$ cat config.mk
export PLATFORM = sky130hd
export DESIGN_NAME = comma_led_decimal_field_parser
export DESIGN_NICKNAME = d
export VERILOG_FILES = /design/src/rtl/clfp_pkg.sv /design/src/rtl/clfp_front.sv /design/src/rtl/clfp_queue.sv /design/src/rtl/clfp_back.sv /design/src/rtl/comma_led_decimal_field_parser.sv
export SDC_FILE = /design/constraint.sdc
export NUM_CORES = 1
export LEC_CHECK = 0
export BUFFER_PORTS_ARGS = -buffer_cell sky130_fd_sc_hd__buf_2
export CORE_ASPECT_RATIO = 2
export CORE_UTILIZATION = 35
export DETAILED_ROUTE_END_ITERATION = 8
export PLACE_DENSITY = 0.54
export SETUP_SLACK_MARGIN = 0.02
export SLEW_MARGIN = 15
export SYNTH_ARGS = -nofsm -noshare
export SYNTH_HDL_FRONTEND = slang
export SYNTH_SLANG_ARGS = --single-unit
$ cat constraint.sdc
create_clock -name i_clk -period 5.55 [get_ports i_clk]
set_input_delay 0 -clock i_clk [delete_from_list [all_inputs] [get_ports i_clk]]
set_output_delay 0 -clock i_clk [all_outputs]
set_load 0.02 [all_outputs]
$ cat src/rtl/clfp_pkg.sv
// Shared types and constants for the comma-led decimal field parser.
`timescale 1ns / 1ps
package clfp_pkg;

    localparam int DEF_NUM_FIELDS  = 8;
    localparam int DEF_FIELD_CHARS = 7;
    localparam int QUEUE_DEPTH     = 4;

    localparam int INDEX_W = 3;
    localparam int VALUE_W = 25;
    localparam int ACC_W   = 24;
    localparam int IN_W    = 8;
    localparam int OUT_W   = 32;

    localparam logic [7:0] CHAR_COMMA = 8'h2C;
    localparam logic [7:0] CHAR_SPACE = 8'h20;
    localparam logic [7:0] CHAR_PLUS  = 8'h2B;
    localparam logic [7:0] CHAR_MINUS = 8'h2D;
    localparam logic [7:0] CHAR_ZERO  = 8'h30;
    localparam logic [7:0] CHAR_NINE  = 8'h39;
    localparam logic [7:0] CHAR_TAB   = 8'h09;
    localparam logic [7:0] CHAR_CR    = 8'h0D;

    // classified character, as it travels from front to back
    typedef struct packed {
        logic       eob;
        logic       comma;
        logic       space;
        logic       ws;
        logic       sign;
        logic       minus;
        logic       digit;
        logic [3:0] dval;
    } t_tok;

    typedef enum logic [3:0] {
        SC_SKIP   = 4'b0001,
        SC_SIGN   = 4'b0010,
        SC_DIGITS = 4'b0100,
        SC_STOP   = 4'b1000
    } t_scan;

endpackage

$ cat src/rtl/clfp_front.sv
// Front end: takes input beats and classifies each character into a token.
`timescale 1ns / 1ps
module clfp_front
    import clfp_pkg::*;
(
    input  logic            s_axis_tvalid,
    output logic            s_axis_tready,
    input  logic [IN_W-1:0] s_axis_tdata,   // [7:0] char_byte
    input  logic            s_axis_tlast,
    input  logic            i_q_full,
    output logic            o_push,
    output t_tok            o_tok
);

    logic [7:0] w_c;

    assign w_c           = s_axis_tdata;
    assign s_axis_tready = !i_q_full;
    assign o_push        = s_axis_tvalid && !i_q_full;

    always_comb begin
        o_tok.eob   = s_axis_tlast;
        o_tok.comma = (w_c == CHAR_COMMA);
        o_tok.space = (w_c == CHAR_SPACE);
        // tab, lf, vt, ff, cr and space all count as leading whitespace
        o_tok.ws    = (w_c == CHAR_SPACE) || (w_c >= CHAR_TAB && w_c <= CHAR_CR);
        o_tok.sign  = (w_c == CHAR_PLUS) || (w_c == CHAR_MINUS);
        o_tok.minus = (w_c == CHAR_MINUS);
        o_tok.digit = (w_c >= CHAR_ZERO) && (w_c <= CHAR_NINE);
        o_tok.dval  = 4'(w_c - CHAR_ZERO);
    end

endmodule

$ cat src/rtl/clfp_queue.sv
// Short token queue between the classifier and the field parser.
`timescale 1ns / 1ps
module clfp_queue
    import clfp_pkg::*;
(
    input  logic i_clk,
    input  logic i_rst_n,
    input  logic i_push,
    input  t_tok i_tok,
    output logic o_full,
    output logic o_valid,
    input  logic i_pop,
    output t_tok o_tok
);

    localparam int AW = $clog2(QUEUE_DEPTH);

    t_tok          r_mem [QUEUE_DEPTH];
    logic [AW-1:0] r_wr, n_wr;
    logic [AW-1:0] r_rd, n_rd;
    logic [AW:0]   r_cnt, n_cnt;

    assign o_full  = (r_cnt == (AW+1)'(QUEUE_DEPTH));
    assign o_valid = (r_cnt != '0);
    assign o_tok   = r_mem[r_rd];

    always_comb begin
        n_wr  = i_push ? r_wr + 1'b1 : r_wr;
        n_rd  = i_pop  ? r_rd + 1'b1 : r_rd;
        n_cnt = r_cnt + (AW+1)'(i_push) - (AW+1)'(i_pop);
    end

    always_ff @(posedge i_clk) begin
        if (!i_rst_n) begin
            r_wr  <= '0;
            r_rd  <= '0;
            r_cnt <= '0;
        end else begin
            r_wr  <= n_wr;
            r_rd  <= n_rd;
            r_cnt <= n_cnt;
        end
    end

    always_ff @(posedge i_clk) begin
        if (i_push) begin
            r_mem[r_wr] <= i_tok;
        end
    end

endmodule

$ cat src/rtl/clfp_back.sv
// Back end: field sequencing, %ld style scan and the result register.
`timescale 1ns / 1ps
module clfp_back
    import clfp_pkg::*;
#(
    parameter int NUM_FIELDS  = DEF_NUM_FIELDS,
    parameter int FIELD_CHARS = DEF_FIELD_CHARS
) (
    input  logic             i_clk,
    input  logic             i_rst_n,
    input  logic             i_tok_valid,
    input  t_tok             i_tok,
    output logic             o_tok_pop,
    output logic             m_axis_tvalid,
    input  logic             m_axis_tready,
    output logic [OUT_W-1:0] m_axis_tdata,
    output logic             m_axis_tlast
);

    localparam int PH_W = $clog2(NUM_FIELDS + 2);
    localparam int CC_W = $clog2(FIELD_CHARS + 1);
    localparam int PR_W = ACC_W + 4;

    // phase: 0 waits for comma, 1..NUM_FIELDS reads a field, NUM_FIELDS+1 done
    logic [PH_W-1:0]  r_phase, n_phase;
    logic [CC_W-1:0]  r_cnt, n_cnt;
    logic [ACC_W-1:0] r_acc, n_acc;
    logic             r_neg, n_neg;
    t_scan            r_scan, n_scan;
    logic             r_ovf, n_ovf;
    logic             r_dig, n_dig;

    logic               r_out_valid;
    logic [OUT_W-1:0]   r_out_data;
    logic               r_out_last;

    logic               w_pop;
    logic               w_emit;
    logic [PR_W-1:0]    w_prod;
    logic [ACC_W-1:0]   w_acc_dig;
    logic [PH_W-1:0]    w_idx;
    logic [ACC_W-1:0]   w_mag;
    logic [VALUE_W-1:0] w_val;
    logic [OUT_W-1:0]   w_data;
    logic               w_last;

    assign w_pop     = i_tok_valid && (!r_out_valid || m_axis_tready);
    assign o_tok_pop = w_pop;

    // times ten plus digit, saturating at the 24-bit maximum
    assign w_prod    = ({{(PR_W-ACC_W){1'b0}}, r_acc} << 3)
                     + ({{(PR_W-ACC_W){1'b0}}, r_acc} << 1)
                     + {{(PR_W-4){1'b0}}, i_tok.dval};
    assign w_acc_dig = (|w_prod[PR_W-1:ACC_W]) ? {ACC_W{1'b1}} : w_prod[ACC_W-1:0];

    assign w_idx  = r_phase - 1'b1;
    assign w_mag  = r_dig ? r_acc : '0;
    assign w_val  = r_neg ? (VALUE_W'(0) - {1'b0, w_mag}) : {1'b0, w_mag};
    assign w_last = (w_idx == PH_W'(NUM_FIELDS - 1));
    assign w_data = {{(OUT_W-INDEX_W-VALUE_W-2){1'b0}}, r_ovf, r_dig, w_val,
                     INDEX_W'(w_idx)};

    always_comb begin
        n_phase = r_phase;
        n_cnt   = r_cnt;
        n_acc   = r_acc;
        n_neg   = r_neg;
        n_scan  = r_scan;
        n_ovf   = r_ovf;
        n_dig   = r_dig;
        w_emit  = 1'b0;

        if (w_pop) begin
            if (r_phase == '0) begin
                if (i_tok.comma) begin
                    n_phase = PH_W'(1);
                    n_cnt = '0; n_acc = '0; n_neg = 1'b0;
                    n_scan = SC_SKIP; n_ovf = 1'b0; n_dig = 1'b0;
                end
            end else if (r_phase <= PH_W'(NUM_FIELDS)) begin
                if (i_tok.comma) begin
                    n_phase = PH_W'(1);
                    n_cnt = '0; n_acc = '0; n_neg = 1'b0;
                    n_scan = SC_SKIP; n_ovf = 1'b0; n_dig = 1'b0;
                end else if (i_tok.space) begin
                    w_emit  = 1'b1;
                    n_phase = r_phase + 1'b1;
                    n_cnt = '0; n_acc = '0; n_neg = 1'b0;
                    n_scan = SC_SKIP; n_ovf = 1'b0; n_dig = 1'b0;
                end else if (r_cnt < CC_W'(FIELD_CHARS)) begin
                    n_cnt = r_cnt + 1'b1;
                    case (r_scan)
                        SC_SKIP: begin
                            if (i_tok.ws) begin
                                n_scan = SC_SKIP;
                            end else if (i_tok.sign) begin
                                n_neg  = i_tok.minus;
                                n_scan = SC_SIGN;
                            end else if (i_tok.digit) begin
                                n_acc  = w_acc_dig;
                                n_dig  = 1'b1;
                                n_scan = SC_DIGITS;
                            end else begin
                                n_scan = SC_STOP;
                            end
                        end
                        SC_SIGN, SC_DIGITS: begin
                            if (i_tok.digit) begin
                                n_acc  = w_acc_dig;
                                n_dig  = 1'b1;
                                n_scan = SC_DIGITS;
                            end else begin
                                n_scan = SC_STOP;
                            end
                        end
                        default: begin
                            n_scan = r_scan;
                        end
                    endcase
                end else begin
                    n_ovf = 1'b1;
                end
            end

            if (i_tok.eob) begin
                n_phase = '0;
                n_cnt = '0; n_acc = '0; n_neg = 1'b0;
                n_scan = SC_SKIP; n_ovf = 1'b0; n_dig = 1'b0;
            end
        end
    end

    always_ff @(posedge i_clk) begin
        if (!i_rst_n) begin
            r_phase     <= '0;
            r_cnt       <= '0;
            r_acc       <= '0;
            r_neg       <= 1'b0;
            r_scan      <= SC_SKIP;
            r_ovf       <= 1'b0;
            r_dig       <= 1'b0;
            r_out_valid <= 1'b0;
        end else begin
            r_phase <= n_phase;
            r_cnt   <= n_cnt;
            r_acc   <= n_acc;
            r_neg   <= n_neg;
            r_scan  <= n_scan;
            r_ovf   <= n_ovf;
            r_dig   <= n_dig;
            if (w_pop && w_emit) begin
                r_out_valid <= 1'b1;
            end else if (m_axis_tready) begin
                r_out_valid <= 1'b0;
            end
        end
    end

    always_ff @(posedge i_clk) begin
        if (w_pop && w_emit) begin
            r_out_data <= w_data;
            r_out_last <= w_last;
        end
    end

    assign m_axis_tvalid = r_out_valid;
    assign m_axis_tdata  = r_out_data;
    assign m_axis_tlast  = r_out_last;

endmodule

$ cat src/rtl/comma_led_decimal_field_parser.sv
// Top level of the comma-led decimal field parser.
//
// Channel   Direction  tdata (low bit up)                          Other
// s_axis    in         char_byte[7:0]                              tlast = end_of_buffer
// m_axis    out        field_index[2:0], field_value[27:3],        tlast = last
//                      value_valid[28], too_long[29], zero[31:30]
//
// One character per cycle sustained while output beats are taken. The classifier is
// combinational; each beat is registered in the token queue before the parser takes it.
// A result is registered in the output register as the parser takes its closing space beat.
// The parser stalls only while the output register holds an untaken beat;
// the four-entry queue keeps the input side moving meanwhile.
// Synchronous active-low reset clears the queue, parser state and output valid.
`timescale 1ns / 1ps
module comma_led_decimal_field_parser
    import clfp_pkg::*;
#(
    parameter int NUM_FIELDS  = DEF_NUM_FIELDS,
    parameter int FIELD_CHARS = DEF_FIELD_CHARS
) (
    input  logic             i_clk,
    input  logic             i_rst_n,
    input  logic             s_axis_tvalid,
    output logic             s_axis_tready,
    input  logic [IN_W-1:0]  s_axis_tdata,   // [7:0] char_byte
    input  logic             s_axis_tlast,
    output logic             m_axis_tvalid,
    input  logic             m_axis_tready,
    output logic [OUT_W-1:0] m_axis_tdata,   // [2:0] index, [27:3] value,
                                             // [28] value_valid, [29] too_long
    output logic             m_axis_tlast
);

    logic w_push;
    logic w_full;
    logic w_q_valid;
    logic w_pop;
    t_tok w_tok_in;
    t_tok w_tok_out;

    clfp_front u_front (
        .s_axis_tvalid (s_axis_tvalid),
        .s_axis_tready (s_axis_tready),
        .s_axis_tdata  (s_axis_tdata),
        .s_axis_tlast  (s_axis_tlast),
        .i_q_full      (w_full),
        .o_push        (w_push),
        .o_tok         (w_tok_in)
    );

    clfp_queue u_queue (
        .i_clk   (i_clk),
        .i_rst_n (i_rst_n),
        .i_push  (w_push),
        .i_tok   (w_tok_in),
        .o_full  (w_full),
        .o_valid (w_q_valid),
        .i_pop   (w_pop),
        .o_tok   (w_tok_out)
    );

    clfp_back #(
        .NUM_FIELDS  (NUM_FIELDS),
        .FIELD_CHARS (FIELD_CHARS)
    ) u_back (
        .i_clk         (i_clk),
        .i_rst_n       (i_rst_n),
        .i_tok_valid   (w_q_valid),
        .i_tok         (w_tok_out),
        .o_tok_pop     (w_pop),
        .m_axis_tvalid (m_axis_tvalid),
        .m_axis_tready (m_axis_tready),
        .m_axis_tdata  (m_axis_tdata),
        .m_axis_tlast  (m_axis_tlast)
    );

endmodule

==> results.cfg <==
[logic_synthesis]
synth_flop_cell = edfxtp_1
synthCells = 675
avgSynthCellArea_um2 = 10.72
seq_area_frac_synth = 0.4439
synth_edf_count = 75
ys_warn_count = 0
ys_seq_elements = 123
syn_area_um2 = 7238
synth.distinct_cells = 73
async_reset_ff_frac = 0

[sta]
hold_slack_ns = 0.06430
rsz0062_at_grt = no
drv_slew = 0
finalCritPeriodShare = 0.7956
setup_ws_ns = 1.134
fin_setup_tns_ns = 0
finalSetupViolCount = 0
max_freq_ghz = 0.2265
hold_violations = 0
finClkSkew_ns = 0.01130
fin_crit_ns = 4.416
relSlewSlack = 0.3043
tightest_slew_ns = 1.042

[worst_setup_path]
crit_type = reg -> reg
timing.critical_path.buf_inv = 0
cp_top_family = compound AO/OA/AOI/OAI gates
critPathMaxStageDelay_ns = 0.59
end_kind = register
path_cells = mux4_2 -> fa_1 -> ha_1 -> a211oi_1 -> o21ai_0 -> o221ai_1 -> nand2_1 -> a311oi_1 -> mux2_2 -> a31oi_4 -> a221o_1
rrSetupSlack_ns = 1.13
crit_path_top_delay_cell = a31oi_4
worstSetupStartpointType = register
path_depth = 11
r2r-end = u_back.r_acc[12]
rr_worst_depth = 11
cp_max_fo = 24
cp.arrival_ns = 4.76
crit_required_ns = 5.90

[global_route]
grt_usage = 0.1757
grt_util_met1 = 0.1534
use_met2 = 0.3557
grt_pass1_vias = 5750
grt_util_met3 = 0.02502
top_usage_layer = met2
grt_max_degree = 35
grt_antenna_before_repair = 0
overflow = 0
grt_first_pass_wirelength_um = 28860

[die]
placeableCoreArea_um2 = 20370
dieArea_um2 = 21290
start_util = 0.3553
die_height_um = 205.4
fp.dieW_um = 103.7
placement_rows = 74
pin_count = 48

[routing]
drt-pass1-iter-count = 5
ant_nets = 0
detail_route.iter0.violations = 251
num_vias = 5538
vias_per_cell = 5.510
wl_um = 18200
drcViolationCount = 0
wl_per_cell_um = 18.11

[placed_design]
gp_congestion = 0.8692
dp_hpwl_um = 13810
placed_cell_area_um2 = 7684
io_buffers = 45
place_ws_ns = 1.196

[cts]
cts_resized = 0
cts_hold_buf = 9
clk_path_buf_depth = 2
cts.clk_slew.worst_paths_ns = 0.06
insertion_delay_ns = 0.41
cts_buffers = 17
cts.sinks = 123
cts_root_buffer = clkbuf_16
postCtsSetupBuffers = 0
htree_levels = 4
cts_tree = done

[finish]
area_delta_synth_final_pct = 15.26
drive_gt1_frac = 0.1475
nets = 799
antennaDiodeCount = 0
finalInstanceArea_um2 = 8343

[status]
status = completed

[worst_hold_path]
hold_path_class = in -> reg
min-delay-start = s_axis_tdata[6]
hold_depth = 4
whs_endpoint = u_queue.r_mem[2][4]

[power_and_ir_drop]
p_int_mw = 2.018
power_frac_comb = 0.242
power.total_mw = 2.888
power_frac_clock = 0.370
p_sw_frac = 0.3013
irDropWorstVdd_v = 0.0002145
p_leak_nw = 3.446
power_switching_mw = 0.8699
pwr_density_cell_nw_per_um2 = 346.1
seqPwrFrac = 0.388

[job]
max_cap_viol_count = 0
==> layout by cell type, fill, tap and decap left out, drive strengths merged, types with 12 or more instances in the layout <==
cell,count
a21oi,31
a221o,23
buf,49
clkbuf,19
dfxtp,48
edfxtp,75
ha,57
inv,24
nand2,67
nand3,14
nor2,52
nor2b,14
nor3,12
o21ai,21
xnor2,22
xor2,20
==> sequential cells by signal, indices dropped and copies added (netlist names), 2 cells and up, named ones only <==
signal,cells
u_queue.r_mem,44
u_back.m_axis_tdata,30
u_back.r_acc,24
u_back.r_phase,4
u_back.r_scan,4
u_back.r_cnt,3
u_queue.r_cnt,3
u_queue.r_rd,2
u_queue.r_wr,2
==> synth_stat cells (3+ instances only) <==
cell	number	area (µm²)
inv_1	23	86.33
mux2_2	3	33.78
a211o_1	3	26.28
a221o_1	23	230.2
o21a_1	9	67.56
nand3_1	13	65.06
fa_1	3	60.06
and2_1	9	56.30
a32o_1	3	30.03
a31oi_1	3	18.77
or2_2	3	18.77
mux2i_1	5	50.05
buf_2	6	30.03
a21oi_1	31	155.2
nor3b_1	3	22.52
buf_6	4	45.04
edfxtp_1	75	2252
and3_1	6	37.54
nor2b_1	14	87.58
a21o_1	10	75.07
buf_4	4	30.03
a211oi_1	7	52.55
xnor2_1	22	192.7
ha_1	57	713.2
o211ai_1	5	37.54
o31ai_1	10	75.07
nor2_1	52	195.2
dfxtp_1	48	960.9
clkbuf_1	12	45.04
nor3_1	10	50.05
xor2_1	20	175.2
a21boi_0	6	45.04
a311oi_1	4	35.03
a221oi_1	4	35.03
nand4_1	5	31.28
o21ai_0	18	90.09
mux4_2	11	247.7
nor4_1	4	25.02
nand2b_1	9	56.30
nand2_1	67	251.5
or3_1	7	43.79
==> power by group through the flow <==
stage          logic, mW  registers, mW  clock network (mW)
4_1_cts            0.710           1.12                1.09
3_5_place_dp       0.703           1.14                   0
6_report           0.698           1.12                1.07
3_3_place_gp       0.678           1.13                   0
2_1_floorplan      0.533           1.13                   0
5_1_grt            0.775           1.13                1.13
==> per-layer routing <==
| layer | wire length, µm | share of wire |
|---|---|---|
| met5 | 0 | 0 |
| met4 | 1144 | 0.063 |
| met3 | 459 | 0.025 |
| met2 | 10600 | 0.58 |
| met1 | 5997 | 0.33 |
==> worst register-to-register path: stages (launching register included) <==
cell	delay (ns)
dfxtp_1	0.40
mux4_2	0.54
fa_1	0.48
ha_1	0.34
a211oi_1	0.31
o21ai_0	0.33
o221ai_1	0.33
nand2_1	0.09
a311oi_1	0.33
mux2_2	0.41
a31oi_4	0.59
a221o_1	0.22
==> through the flow <==
| step | instances | util |
|---|---|---|
| after global routing | 1005 | 0.4096 |
| after floorplan | 676 | - |
| after CTS | 1005 | 0.4096 |
| after detailed placement | 964 | 0.3772 |
| final | 1005 | 0.4096 |
| after global placement | 964 | 0.3772 |
==> area by class of cell <==
cell class                 instances  area [µm²]
tap                              266       332.8
multi-input combinational        503        3796
timing repair buffer              58       345.3
sequential                       123        3213
fill                            1988       12030
inverter                          23       86.33
clock buffer                      19       442.9
clock inverter                    13       126.4
==> kinds of logic (layout without fill, tap and decap cells) <==
group | Yosys count | in the layout | synth area share
AND/OR/NAND/NOR | 221 | 221 | 0.1570
AO/OA/AOI/OAI | 159 | 159 | 0.1620
flip-flops | 123 | 123 | 0.4439
adder cells (fa/ha/maj) | 60 | 60 | 0.1068
buffers and inverters | 50 | 113 | 0.03319
XOR/XNOR | 42 | 42 | 0.05082
multiplexers | 19 | 19 | 0.04581
other | 1 | 2 | 0.0005181
==> worst max-delay path by stage <==
stage / start / end / slack, ns
global route: register / u_back.r_acc[23] / 0.87
global placement: register / u_back.r_acc[12] / 1.42
CTS: register / u_back.r_acc[12] / 1.18
floorplan: register / u_back.r_acc[14] / 1.64
finish: register / u_back.r_acc[12] / 1.13
detailed placement: register / u_back.r_acc[12] / 1.20
Power figures use the tool's default switching activity.
